## src/rtl/armd_pkg.sv

```systemverilog
// armd_pkg: shared types and codes for the address range map decoder
// no dependencies; imported by the table, the compare unit and the top level
package armd_pkg;

  localparam int unsigned AddrW   = 32;
  localparam int unsigned TargetW = 8;
  localparam int unsigned KindW   = 2;
  localparam int unsigned StatusW = 2;
  localparam int unsigned SlotOutW = 4;

  localparam logic [KindW-1:0] KIND_ADD   = 2'd0;
  localparam logic [KindW-1:0] KIND_READ  = 2'd1;
  localparam logic [KindW-1:0] KIND_WRITE = 2'd2;

  localparam logic [StatusW-1:0] STAT_OK        = 2'd0;
  localparam logic [StatusW-1:0] STAT_FULL      = 2'd1;
  localparam logic [StatusW-1:0] STAT_NOT_FOUND = 2'd2;

  // one mapping as stored in the table
  typedef struct packed {
    logic [AddrW-1:0]   base;
    logic [AddrW-1:0]   length;
    logic [TargetW-1:0] target;
  } armd_entry_t;

endpackage

```

## src/rtl/armd_table.sv

```systemverilog
// armd_table: mapping store, one write port and one registered read port
// depends on armd_pkg for the entry type
module armd_table import armd_pkg::*; #(
  parameter int unsigned MAP_SLOTS = 16,
  parameter int unsigned IdxW = (MAP_SLOTS > 1) ? $clog2(MAP_SLOTS) : 1
) (
  input  logic              clk_i,
  input  logic              wr_en_i,
  input  logic [IdxW-1:0]   wr_addr_i,
  input  armd_entry_t       wr_data_i,
  input  logic              rd_en_i,
  input  logic [IdxW-1:0]   rd_addr_i,
  output armd_entry_t       rd_data_o
);

  armd_entry_t mem_q [MAP_SLOTS];
  armd_entry_t rd_q;

  always_ff @(posedge clk_i) begin
    if (wr_en_i) begin
      mem_q[wr_addr_i] <= wr_data_i;
    end
  end

  always_ff @(posedge clk_i) begin
    if (rd_en_i) begin
      rd_q <= mem_q[rd_addr_i];
    end
  end

  assign rd_data_o = rd_q;

endmodule

```

## src/rtl/armd_cmp.sv

```systemverilog
// armd_cmp: shared range check, base <= address < base + length in 33 bits
// depends on armd_pkg for the entry type
module armd_cmp import armd_pkg::*; (
  input  armd_entry_t        entry_i,
  input  logic [AddrW-1:0]   address_i,
  output logic               hit_o
);

  logic [AddrW:0] end_addr;

  // carry bit keeps a region ending at the top of the space from wrapping
  assign end_addr = {1'b0, entry_i.base} + {1'b0, entry_i.length};
  assign hit_o    = (entry_i.base <= address_i) && (end_addr > {1'b0, address_i});

endmodule

```

## src/rtl/address_range_map_decoder.sv

```systemverilog
// Address range map decoder: table of up to MAP_SLOTS (base, length, target)
// mappings filled in order, searched lowest slot first.
// Input: a word is taken at a clock edge where start_i is high and busy_o low.
//   kind_i 0 adds a mapping (address_i = base), 1 and 2 look up address_i.
// Output: one result word per input word, shown for one cycle with done_o high;
//   the receiver cannot stall, so the result must be taken in that cycle.
// An add or an unused kind gives its result in the cycle after it is
//   taken and never raises busy_o, so words can follow back to back.
// A lookup walks the filled slots one per cycle through the single table read
//   port and the shared range compare: each read is registered and compared
//   while the next slot is read; the result shows on the first hit or after
//   the last filled slot misses. busy_o stays high until the cycle it appears.
// Slots fill strictly in order and are never removed, so a fill count stands
//   for the valid bits. Reset empties the table at once; no clearing pass.
// slot_index_o carries the low four bits of the slot number.
module address_range_map_decoder import armd_pkg::*; #(
  parameter int unsigned MAP_SLOTS = 16
) (
  input  logic                clk_i,
  input  logic                rst_ni,
  input  logic                start_i,
  output logic                busy_o,
  input  logic [KindW-1:0]    kind_i,
  input  logic [AddrW-1:0]    address_i,
  input  logic [AddrW-1:0]    region_length_i,
  input  logic [TargetW-1:0]  target_id_i,
  output logic                done_o,
  output logic [StatusW-1:0]  status_o,
  output logic [SlotOutW-1:0] slot_index_o,
  output logic [TargetW-1:0]  hit_target_o,
  output logic                is_write_o
);

  localparam int unsigned IdxW = (MAP_SLOTS > 1) ? $clog2(MAP_SLOTS) : 1;
  localparam int unsigned CntW = $clog2(MAP_SLOTS + 1);
  localparam logic [CntW-1:0] SlotCnt = CntW'(MAP_SLOTS);

  typedef enum logic [1:0] {
    S_IDLE = 2'b01,
    S_SCAN = 2'b10
  } state_e;

  state_e               state_q, state_d;
  logic [CntW-1:0]      count_q, count_d;
  logic [CntW-1:0]      idx_q, idx_d;
  logic                 pend_q, pend_d;
  logic [IdxW-1:0]      pend_idx_q, pend_idx_d;
  logic [AddrW-1:0]     addr_q, addr_d;
  logic                 wr_flag_q, wr_flag_d;

  logic                 done_q, done_d;
  logic [StatusW-1:0]   status_q, status_d;
  logic [SlotOutW-1:0]  slot_q, slot_d;
  logic [TargetW-1:0]   target_q, target_d;
  logic                 is_write_q, is_write_d;

  logic                 wr_en;
  logic                 rd_en;
  armd_entry_t          wr_entry;
  armd_entry_t          rd_entry;
  logic                 hit;
  logic [IdxW+SlotOutW-1:0] count_ext;
  logic [IdxW+SlotOutW-1:0] pend_ext;

  assign wr_entry  = '{base: address_i, length: region_length_i, target: target_id_i};
  assign count_ext = {{SlotOutW{1'b0}}, count_q[IdxW-1:0]};
  assign pend_ext  = {{SlotOutW{1'b0}}, pend_idx_q};

  armd_table #(
    .MAP_SLOTS (MAP_SLOTS),
    .IdxW      (IdxW)
  ) u_table (
    .clk_i     (clk_i),
    .wr_en_i   (wr_en),
    .wr_addr_i (count_q[IdxW-1:0]),
    .wr_data_i (wr_entry),
    .rd_en_i   (rd_en),
    .rd_addr_i (idx_q[IdxW-1:0]),
    .rd_data_o (rd_entry)
  );

  armd_cmp u_cmp (
    .entry_i   (rd_entry),
    .address_i (addr_q),
    .hit_o     (hit)
  );

  always_comb begin
    state_d    = state_q;
    count_d    = count_q;
    idx_d      = idx_q;
    pend_d     = 1'b0;
    pend_idx_d = pend_idx_q;
    addr_d     = addr_q;
    wr_flag_d  = wr_flag_q;
    done_d     = 1'b0;
    status_d   = status_q;
    slot_d     = slot_q;
    target_d   = target_q;
    is_write_d = is_write_q;
    wr_en      = 1'b0;
    rd_en      = 1'b0;
    case (state_q)
      S_IDLE: begin
        if (start_i) begin
          case (kind_i)
            KIND_ADD: begin
              done_d     = 1'b1;
              target_d   = '0;
              is_write_d = 1'b0;
              if (count_q < SlotCnt) begin
                wr_en    = 1'b1;
                count_d  = count_q + 1'b1;
                status_d = STAT_OK;
                slot_d   = count_ext[SlotOutW-1:0];
              end else begin
                status_d = STAT_FULL;
                slot_d   = '0;
              end
            end
            KIND_READ, KIND_WRITE: begin
              state_d   = S_SCAN;
              idx_d     = '0;
              addr_d    = address_i;
              wr_flag_d = (kind_i == KIND_WRITE);
            end
            default: begin
              done_d     = 1'b1;
              status_d   = STAT_NOT_FOUND;
              slot_d     = '0;
              target_d   = '0;
              is_write_d = 1'b0;
            end
          endcase
        end
      end
      S_SCAN: begin
        if (pend_q && hit) begin
          done_d     = 1'b1;
          status_d   = STAT_OK;
          slot_d     = pend_ext[SlotOutW-1:0];
          target_d   = rd_entry.target;
          is_write_d = wr_flag_q;
          state_d    = S_IDLE;
        end else if (idx_q < count_q) begin
          // read this slot now, its compare happens next cycle
          rd_en      = 1'b1;
          pend_d     = 1'b1;
          pend_idx_d = idx_q[IdxW-1:0];
          idx_d      = idx_q + 1'b1;
        end else begin
          done_d     = 1'b1;
          status_d   = STAT_NOT_FOUND;
          slot_d     = '0;
          target_d   = '0;
          is_write_d = wr_flag_q;
          state_d    = S_IDLE;
        end
      end
      default: begin
        state_d = S_IDLE;
      end
    endcase
  end

  always_ff @(posedge clk_i or negedge rst_ni) begin
    if (!rst_ni) begin
      state_q <= S_IDLE;
      count_q <= '0;
      idx_q   <= '0;
      pend_q  <= 1'b0;
      done_q  <= 1'b0;
    end else begin
      state_q <= state_d;
      count_q <= count_d;
      idx_q   <= idx_d;
      pend_q  <= pend_d;
      done_q  <= done_d;
    end
  end

  always_ff @(posedge clk_i) begin
    pend_idx_q <= pend_idx_d;
    addr_q     <= addr_d;
    wr_flag_q  <= wr_flag_d;
    status_q   <= status_d;
    slot_q     <= slot_d;
    target_q   <= target_d;
    is_write_q <= is_write_d;
  end

  assign busy_o       = (state_q != S_IDLE);
  assign done_o       = done_q;
  assign status_o     = status_q;
  assign slot_index_o = slot_q;
  assign hit_target_o = target_q;
  assign is_write_o   = is_write_q;

  a_count_bound: assert property (@(posedge clk_i) disable iff (!rst_ni)
    count_q <= SlotCnt)
    else $error("fill count beyond table size");

  a_access_busy: assert property (@(posedge clk_i) disable iff (!rst_ni)
    (start_i && !busy_o && (kind_i == KIND_READ || kind_i == KIND_WRITE)) |=> busy_o)
    else $error("lookup taken without entering scan");

  a_count_stable_scan: assert property (@(posedge clk_i) disable iff (!rst_ni)
    busy_o |=> $stable(count_q))
    else $error("table fill changed during a lookup");

  a_scan_idx_bound: assert property (@(posedge clk_i) disable iff (!rst_ni)
    busy_o |-> idx_q <= count_q)
    else $error("scan index past filled slots");

  a_miss_fields: assert property (@(posedge clk_i) disable iff (!rst_ni)
    (done_o && status_o != STAT_OK) |-> (slot_index_o == '0 && hit_target_o == '0))
    else $error("failed result carries slot or target");

endmodule
```

## config.mk

```make
export PLATFORM = sky130hd
export DESIGN_NAME = address_range_map_decoder
export DESIGN_NICKNAME = d
export VERILOG_FILES = /design/src/rtl/armd_pkg.sv /design/src/rtl/armd_table.sv /design/src/rtl/armd_cmp.sv /design/src/rtl/address_range_map_decoder.sv
export SDC_FILE = /design/constraint.sdc
export NUM_CORES = 1
export LEC_CHECK = 0
export BUFFER_PORTS_ARGS = -buffer_cell sky130_fd_sc_hd__buf_2
export CAP_MARGIN = 10
export CELL_PAD_IN_SITES_DETAIL_PLACEMENT = 1
export CELL_PAD_IN_SITES_GLOBAL_PLACEMENT = 1
export CORE_MARGIN = 4
export CORE_UTILIZATION = 58
export CTS_BUF_LIST = sky130_fd_sc_hd__clkbuf_4 sky130_fd_sc_hd__clkbuf_8
export CTS_CLUSTER_SIZE = 8
export DETAILED_ROUTE_END_ITERATION = 16
export GPL_TIMING_DRIVEN = 0
export PLACE_DENSITY = 0.81
export SLEW_MARGIN = 25
export SYNTH_ARGS = -nofsm -noshare
export SYNTH_HDL_FRONTEND = slang
export SYNTH_SLANG_ARGS = --single-unit
```

## constraint.sdc

```tcl
create_clock -name clk_i -period 8.3 [get_ports clk_i]
set_clock_uncertainty 0.1 [all_clocks]
set_input_delay 1.66 -clock clk_i [delete_from_list [all_inputs] [get_ports clk_i]]
set_output_delay 1.66 -clock clk_i [all_outputs]
set_load 0.02 [all_outputs]
```

==> results of run 1 <==
## final cells by class
cell class / instances / area (sq um)
flip-flops and latches: 1290 / 38670
clock buffers: 261 / 3223
multi-input cells: 822 / 11780
well taps: 1155 / 1445
plain buffers: 88 / 384.1
fillers: 6902 / 28660
inverters: 58 / 222.7
repair buffers: 197 / 2161
diodes: 14 / 35.03
clock inverters: 52 / 307.8
## worst max path at each step
stage	end	slack, ps	cells past startpoint
floorplan	u_table.mem_q[3][0]	210	6
global placement	u_table.mem_q[3][28]	-6480	7
detailed placement	u_table.rd_data_o[27]	1540	24
CTS	u_table.rd_data_o[24]	1440	24
global route	u_table.rd_data_o[55]	1100	24
finish	u_table.rd_data_o[55]	1290	24
## through the flow
| stage | worst slack, ps | setup TNS [ps] | instances |
|---|---|---|---|
| after CTS | 1442 | 0 | 3922 |
| after global placement | -6476 | -3409860 | 3506 |
| after floorplan | 213.6 | 0 | 2258 |
| final | 1288 | 0 | 3937 |
| after global routing | 1103 | 0 | 3929 |
| after detailed placement | 1539 | 0 | 3609 |
## registers in the layout, summed over array words and instances (netlist names)
name               count
addr_q                32
count_q                5
done_o                 1
hit_target_o           8
idx_q                  5
is_write_o             1
pend_idx_q             4
pend_q                 1
slot_index_o           4
state_q                2
status_o               2
u_table.mem_q       1152
u_table.rd_data_o     72
wr_flag_q              1
## report_power, final
part	internal (W)	switching, W	leakage, nW	total, W
registers	0.00732	0.0000701	11.7	0.00739
clock network	0.00253	0.00242	1.87	0.00495
logic	0.00135	0.00162	5.33	0.00297
total	0.0112	0.00412	18.9	0.0153
## synth_stat cells (13+ instances only)
library cell	n	area share (%)
dfrtp_1	13	0.64
clkbuf_1	61	0.45
mux4_2	360	16
inv_1	58	0.43
a21oi_1	51	0.50
nand4_1	18	0.22
ha_1	109	2.7
xnor2_1	22	0.38
nor2_1	45	0.33
a21o_1	32	0.47
edfxtp_1	1276	75
buf_1	25	0.18
nand2_1	35	0.26
o21ai_0	19	0.19
## layer usage
layer	vias up	GRT usage (%)	wire length, um
met4	6	12.05	5177
met3	290	7.906	12420
met5	-	0	42
li1	10390	-	-
met1	13800	39.25	50080
met2	1622	50.04	69740
## critical path, delay by kind of cell (launching register included)
family | cells | cell delay (ps)
AOI/OAI and AO/OA | 14 | 3650
adders and majority gates | 3 | 930
buffers and inverters | 4 | 920
and+or+nand+nor | 2 | 380
xor gates and xnor gates | 1 | 190
DFF | 1 | 380
## cells in the final DEF, fill, tap and decap left out, types with 28 or more instances in the layout
cell type,Yosys,layout
edfxtp_1,1276,1276
mux4_2,360,360
clkbuf_8,0,202
buf_2,1,111
ha_1,109,109
clkbuf_4,0,59
inv_1,58,56
a21oi_1,51,51
clkbuf_1,61,45
buf_4,1,41
nand2_1,35,35
nor2_1,45,33
a21o_1,32,32
clkinv_1,0,30
buf_16,0,28
## kinds of logic after synthesis
| logic type | Yosys count | share of synthesized area (%) |
|---|---|---|
| flops | 1290 | 75.99 |
| mux | 362 | 15.97 |
| compound gates | 162 | 2.188 |
| simple gates | 159 | 1.547 |
| buf+inv | 146 | 1.087 |
| fa+ha+maj | 110 | 2.719 |
| xor+xnor | 29 | 0.4991 |
==> results.ini, run 1 <==
[die]
die_w_um=304.2
num_io_pins=94
core-area_sq_um=86890
start_util_pct=58.57
dieHeight_um=304.2
rows=108
dieArea_sq_um=92540

[setup_path]
critPathSlowestCell=a211oi_1
cp.arrival_ps=7430
worstSetupPathType=register to register
rr_startpoint=u_table.rd_data_o[40]
slowest_delay_ps=520
start_kind=register
r2r_setup_slack_ps=1290
cp_max_fo=65
reg2reg_depth=24
end_kind=register
regToRegEndpoint=u_table.rd_data_o[55]
crit_start=u_table.rd_data_o[40]
worstPathCellList=ha_1, inv_1, fa_1, nand2b_1, a21oi_1, o21ai_0, o21ai_1, a21oi_1, o21ai_0, a21o_1, a21oi_1, xnor2_1, ha_1, a211oi_1, o21a_1, o211ai_1, a211oi_1, o21ai_0, a21o_1, o22ai_2, buf_4, nand2_1, inv_6, buf_16
cp.required_ps=8720

[finish]
fin_nets=2841
final_core_util_pct=67.02
layout-drive-gt1-share_pct=32.84
synthToLayoutAreaGrowth_pct=14.43
design_area_sq_um=58230

[grt]
grt_pass1_vias=28350
overflow=0
antenna_found_initial=18
track_usage_pct=30.33
grt_max_degree=66
grt_first_pass_wirelength_mm=199.4

[timing]
fin_crit_ps=7012
finalHoldViolCount=0
fmax_mhz=142.6
setup_viol=0
tightest_slew_ps=1136
relSlewSlack_pct=24.26
fin_hold_ws_ps=408.0
grt_setup_unrepaired=no
fin_crit_sh_pct=84.48
finalMaxSlewViolations=0

[route]
drc=0
dr.pass1.iters=5
vias=26110
via_per_inst=6.631
ant_nets=0
drt-initial-drc-count=2971
wirelength_mm=137.5
wl_per_cell_um=34.91

[power_and_ir_drop]
leakage_nw=18.85
p_per_area_nw_per_um2=263.0
peakVddDrop_v=0.0001977
finalPower_w=0.01532

[worst_hold_path]
min_path_cells=0
holdPathEnd=pend_idx_q[0]
hp-start=idx_q[0]
min_path_type=register to register

[placement]
hpwl_mm=88.76
place_area_sq_um=54640
io_buffers=93
gp_congestion=0.8634

[synthesis]
yosysSeqAreaShare_pct=75.99
ys_warn_count=0
avgSynthCellArea_sq_um=22.54
ys_ff_latch=1290
synth.distinct_cells=56
synth_nets=2445
synth_area_sq_um=50890
synthFlopType=edfxtp_1
syn_inst=2258
synth_edf_count=1276
async_flop_share_pct=1.085

[clocking]
clkTransAtPathRegs_ps=70
cts.htree.levels=4
clock_path_buffers=3
cts_resized=0
cts.sinks=1290
worstSkewPairLatency_ps=890
root_buffer=clkbuf_8
cts_tree=done
cts_setup_buffers=0
cts_buffers=197
hold_buffers=0

[outcome]
status=finished clean

[flow_run]
drv_cap=0

No activity file was read; power rests on OpenSTA's default activity.
==> run 2, diff against run 1 <==
--- a/config.mk
+++ b/config.mk
@@ -10,12 +10,12 @@
 export CELL_PAD_IN_SITES_DETAIL_PLACEMENT = 1
 export CELL_PAD_IN_SITES_GLOBAL_PLACEMENT = 1
 export CORE_MARGIN = 4
-export CORE_UTILIZATION = 58
+export CORE_UTILIZATION = 53
 export CTS_BUF_LIST = sky130_fd_sc_hd__clkbuf_4 sky130_fd_sc_hd__clkbuf_8
 export CTS_CLUSTER_SIZE = 8
 export DETAILED_ROUTE_END_ITERATION = 16
 export GPL_TIMING_DRIVEN = 0
-export PLACE_DENSITY = 0.81
+export PLACE_DENSITY = 0.78
 export SLEW_MARGIN = 25
 export SYNTH_ARGS = -nofsm -noshare
 export SYNTH_HDL_FRONTEND = slang
==> constraint.sdc (replaced) <==
create_clock -name clk_i -period 6.1 [get_ports clk_i]
set_clock_uncertainty 0.1 [all_clocks]
set_input_delay 1.22 -clock clk_i [delete_from_list [all_inputs] [get_ports clk_i]]
set_output_delay 1.22 -clock clk_i [all_outputs]
set_load 0.02 [all_outputs]
==> run 2 against run 1 <==
Wire length is 2.0% lower. Register-to-register slack worse by 1100 ps. Die area is 9.2% higher. Critical path depth is 1 lower. Worst hold slack worse by 230 ps. Clock-buffer cell count is 11 higher. Non-clock buffer count is 3 higher. Sequential cell count stayed put. Global-route usage is 3.5 points lower. Final cell count is 2.9% higher. Critical endpoint is now u_table.rd_data_o[52]. Largest cell class unchanged. Largest power group unchanged. Highest routed layer unchanged.
==> results.ini, run 2 (synthesis results as in run 1) <==
[timing]
fin_setup_tns_ps=0
relSlewSlack_pct=24.92
fin_ws_ps=229.6
tightest_slew_ps=1126
finalHoldViolCount=0
fin_crit_ps=5870
fin_hold_ws_ps=177.8
fmax_mhz=170.3
fin_crit_sh_pct=96.24
setup_viol=0
finalMaxSlewViolations=0
grt_setup_unrepaired=no

[finish]
layout_commonest_cell=edfxtp_1
largest_register_ffs=1152
top_register=u_table.mem_q
multi_input_area_sq_um=11930
synthToLayoutAreaGrowth_pct=15.79
n_fill_cell=7817
seq_area_sq_um=38670
fin_nets=2844
layout-drive-gt1-share_pct=33.54
layout_common_cells=edfxtp_1 (1276), mux4_2 (360), clkbuf_8 (201), buf_2 (110), ha_1 (108)

[power_and_ir_drop]
switchingPower_w=0.005533
p_int_w=0.01534
comb_power_share_pct=19.6
peakVddDrop_v=0.0002470
leakage_nw=18.97
seqPwrFrac_pct=48.2
swShare_pct=26.50
p_clk_share_pct=32.2
p_per_area_nw_per_um2=354.3

[die]
start_util_pct=53.48
dieHeight_um=317.9
die_w_um=317.9
num_io_pins=94
dieArea_sq_um=101000
core-area_sq_um=95150
rows=113

[route]
via_per_inst=6.430
vias=26060
wl_per_cell_um=33.23
drt-initial-drc-count=3328
drc=0
dr.pass1.iters=6
ant_nets=0
wirelength_mm=134.7

[setup_path]
worstSetupPathType=register to register
cp.arrival_ps=6320
start_kind=register
regToRegEndpoint=u_table.rd_data_o[52]
cp.required_ps=6550
end_kind=register
rr_startpoint=u_table.rd_data_o[14]
cp_max_fo=19
r2r_setup_slack_ps=230
reg2reg_depth=23

[grt]
grt_first_pass_wirelength_mm=195.0
grt_pass1_vias=27970
track_usage_pct=26.87
grt_max_degree=26
antenna_found_initial=22
overflow=0

[clocking]
cts_tree=done
worstSkewPairLatency_ps=870
clkTransAtPathRegs_ps=60
cts_buffers=197
cts.htree.levels=4
cts.sinks=1290
clock_path_buffers=3
hold_buffers=0
root_buffer=clkbuf_8

[worst_hold_path]
min_path_type=input pin to async pin

[placement]
place_ws_ps=-882.8
gp_congestion=0.8554
io_buffers=93
hpwl_mm=91.01

[flow_run]
drv_cap=0

[outcome]
status=finished clean

## run 2: critical path: stages, from the launching register on
cell and delay, ps:
edfxtp_1 510, ha_4 310, a21o_1 180, a21o_1 220, a2111oi_4 400, a211oi_4 140, a211o_1 320, a31oi_4 240
o22ai_2 170, a21oi_2 180, a311oi_2 60, ha_1 340, nand4_1 170, nor4_2 190, nand2_1 160, a221oi_2 340
o21ai_0 150, a21o_1 240, o22ai_4 270, buf_8 140, nand2_1 130, clkinvlp_4 200, buf_12 190, buf_16 180
## run 2: final cells by class
type	instances	share of cell area, %
Multi-Input combinational cell	822	20.25
Clock buffer	272	5.600
Sequential cell	1290	65.63
Antenna cell	9	0.03822
Inverter	58	0.3759
Tap cell	1265	2.686
Timing Repair Buffer	200	4.264
Buffer	88	0.6625
Clock inverter	49	0.4948
## run 2: metal layers
metal	global-route usage, %	up-vias	part of all wire, %
li1	-	10380	-
met1	34.94	13900	37
met2	44.49	1474	50
met3	7.174	290	9.1
met4	9.308	18	3.4
met5	0	-	0.082
## run 2: what timing repair did
action	CTS	global route
endpoints found under the setup margin	108	86
resized for setup	14	15
cloned	0	2
setup buffers	3	6
pin swaps	3	9
## run 2: metrics by stage
| stage | cells | instance area, sq um | util (%) | power, W |
|---|---|---|---|---|
| floorplan | 2258 | 50910 | - | 0.01292 |
| global placement | 3616 | 52960 | 55.66 | 0.01398 |
| detailed placement | 3712 | 55040 | 57.84 | 0.01422 |
| CTS | 4036 | 58720 | 61.71 | 0.02096 |
| global route | 4047 | 58910 | 61.91 | 0.02172 |
| finish | 4053 | 58920 | 61.92 | 0.02088 |
## run 2: worst max path at each step
stage	startpoint	endpoint	slack (ps)	cells after the start
after global placement	kind_i[0]	u_table.mem_q[13][28]	-3930	7
after floorplan	kind_i[0]	u_table.mem_q[15][0]	390	6
after detailed placement	u_table.rd_data_o[17]	u_table.rd_data_o[14]	-880	23
after CTS	u_table.rd_data_o[14]	u_table.rd_data_o[16]	20	23
final	u_table.rd_data_o[14]	u_table.rd_data_o[52]	230	23
after global routing	u_table.rd_data_o[14]	u_table.rd_data_o[52]	20	23
## run 2: power by group through the flow
stage / registers, W / logic (W) / clock network, W
5_1_grt: 0.0101 / 0.00439 / 0.00728
3_5_place_dp: 0.0102 / 0.00399 / 0
4_1_cts: 0.0101 / 0.00406 / 0.00685
2_1_floorplan: 0.0102 / 0.00270 / 0
6_report: 0.0101 / 0.00410 / 0.00673
3_3_place_gp: 0.0102 / 0.00374 / 0
==> run 3, diff against run 2 <==
--- a/config.mk
+++ b/config.mk
@@ -7,10 +7,10 @@
 export LEC_CHECK = 0
 export BUFFER_PORTS_ARGS = -buffer_cell sky130_fd_sc_hd__buf_2
 export CAP_MARGIN = 10
-export CELL_PAD_IN_SITES_DETAIL_PLACEMENT = 1
-export CELL_PAD_IN_SITES_GLOBAL_PLACEMENT = 1
+export CELL_PAD_IN_SITES_DETAIL_PLACEMENT = 0
+export CELL_PAD_IN_SITES_GLOBAL_PLACEMENT = 2
 export CORE_MARGIN = 4
-export CORE_UTILIZATION = 53
+export CORE_UTILIZATION = 48
 export CTS_BUF_LIST = sky130_fd_sc_hd__clkbuf_4 sky130_fd_sc_hd__clkbuf_8
 export CTS_CLUSTER_SIZE = 8
 export DETAILED_ROUTE_END_ITERATION = 16
==> run 3 against run 2 <==
Die area up 10%. Clock-buffer cell count increased by 7. Fmax rose by 0.71%. Clock power increased by 3.0%. Final cell count is 3.3% higher. Sequential cell count unchanged. Power hardly changed. Critical path type unchanged. Critical endpoint is now u_table.rd_data_o[56].
==> results.ini, run 3 (synthesis results as in run 1) <==
[die]
die_w_um=333.6
dieArea_sq_um=111300
rows=119
core-area_sq_um=105300
num_io_pins=94
dieHeight_um=333.6
start_util_pct=48.34

[worst_hold_path]
min_path_type=input pin to async pin

[finish]
layout_commonest_cell=edfxtp_1
layout-drive-gt1-share_pct=33.62
fin_nets=2843
largest_register_ffs=1152
synthToLayoutAreaGrowth_pct=16.50
layout_common_cells=edfxtp_1 (1276), mux4_2 (360), clkbuf_8 (202), buf_2 (112), ha_1 (108)
top_register=u_table.mem_q

[setup_path]
rr_startpoint=u_table.rd_data_o[17]
start_kind=register
cp.required_ps=6540
crit_start=u_table.rd_data_o[17]
cp_max_fo=24
end_kind=register
worstSetupPathType=register to register
cp.arrival_ps=6270

[power_and_ir_drop]
finalPower_w=0.02088
leakage_nw=19.08
p_per_area_nw_per_um2=352.3
peakVddDrop_v=0.0002252

[timing]
setup_viol=0
fin_ws_ps=271.2
finalHoldViolCount=0
fin_crit_sh_pct=95.55
tightest_slew_ps=1048
relSlewSlack_pct=30.12
finalMaxSlewViolations=0
fin_crit_ps=5829
fmax_mhz=171.6

[grt]
grt_first_pass_wirelength_mm=175.6
overflow=0
grt_pass1_vias=25860
grt_max_degree=25
track_usage_pct=21.93
antenna_found_initial=19

[clocking]
cts.htree.levels=4
worstSkewPairLatency_ps=890
clock_path_buffers=3
cts_tree=done
cts_buffers=200
root_buffer=clkbuf_8
cts.sinks=1290
clkTransAtPathRegs_ps=60

[route]
wirelength_mm=120.6
dr.pass1.iters=5
ant_nets=0
drc=0
via_per_inst=5.884
vias=24640
wl_per_cell_um=28.80
drt-initial-drc-count=2574

[placement]
gp_congestion=0.8106
io_buffers=93
place_ws_ps=-814.2
hpwl_mm=82.09

[flow_run]
drv_cap=0

[outcome]
status=finished clean

==> run 3: changes by cell type in the layout (fill, tap and decap cells not counted), moves of 3 or more <==
cell	delta
a21oi_2	-5
buf_6	+4
buf_16	+6
inv_12	+4
buf_8	-8
a21oi_1	+5
clkinv_1	-3
buf_4	-5
clkbuf_4	+6
==> run 3: worst paths after layout <==
check / slack [ps] / cells past startpoint / endpoint
max: 270 / 23 / u_table.rd_data_o[56]
min: 150 / 1 / idx_q[4]
max reg2reg: 270 / 23 / u_table.rd_data_o[56]
min reg2reg: 420 / 0 / pend_idx_q[0]
max in group asynchronous: 5430 / 1 / count_q[0]
min in group clk_i: 420 / 0 / pend_idx_q[0]
==> run 3: timing repair <==
action,CTS,global route
setup endpoints to repair,96,85
resized for setup,9,10
setup buffers,1,3
hold endpoints to repair,0,0
pin swaps,1,5
hold buffers,0,0
==> run 3: worst max-delay path, cell delays in order (launching register included) <==
cell and delay (ps):
edfxtp_1 480, ha_1 400, a21oi_1 230, nor2_1 70
a2111oi_1 410, o21ai_2 180, buf_4 180, a31o_2 260
a21o_1 190, a21oi_1 170, xnor2_1 90, ha_1 320
nand4_1 200, nor4_4 270, nand2_1 170, a221oi_2 320
o21ai_0 120, a21o_1 210, o22ai_4 200, buf_6 190
nand2_1 130, clkinvlp_4 150, buf_12 190, buf_16 210
==> run 3: report_power, final <==
part | total, W | switching [W] | internal, W
clock network | 0.00693 | 0.00324 | 0.00368
registers | 0.0101 | 0.0000971 | 0.00996
logic | 0.00390 | 0.00204 | 0.00186
total | 0.0209 | 0.00538 | 0.0155
==> run 3: final cells by class <==
class,instances,area [sq um]
multi-input cells,822,11910
repair buffers,196,2539
well taps,1391,1740
clock buffers,279,3358
fillers,7588,45980
inverters,58,221.5
flip-flops and latches,1290,38670
diodes,9,22.52
clock inverters,54,441.7
plain buffers,88,387.9
==> run 3: per-stage QoR <==
step	instances	hold slack, ps	cell area, sq um	TNS (ps)	util [%]
after floorplan	2258	348.7	50910	0	-
after global placement	3742	393.5	53120	-4425550	50.46
after detailed placement	3839	402.0	55290	-51210	52.52
after CTS	4173	71.00	59150	0	56.19
after global routing	4179	117.8	59260	-19.36	56.30
final	4187	147.8	59280	0	56.32
==> run 3: metal layers <==
metal / track usage (%) / vias up / wire length (um) / share of wire, %
met4: 6.199 / 18 / 2769 / 2.3
li1: - / 10410 / - / -
met5: 0 / - / 113 / 0.094
met2: 36.03 / 1003 / 60090 / 50
met3: 5.799 / 190 / 9615 / 8.0
met1: 29.27 / 13020 / 48000 / 40
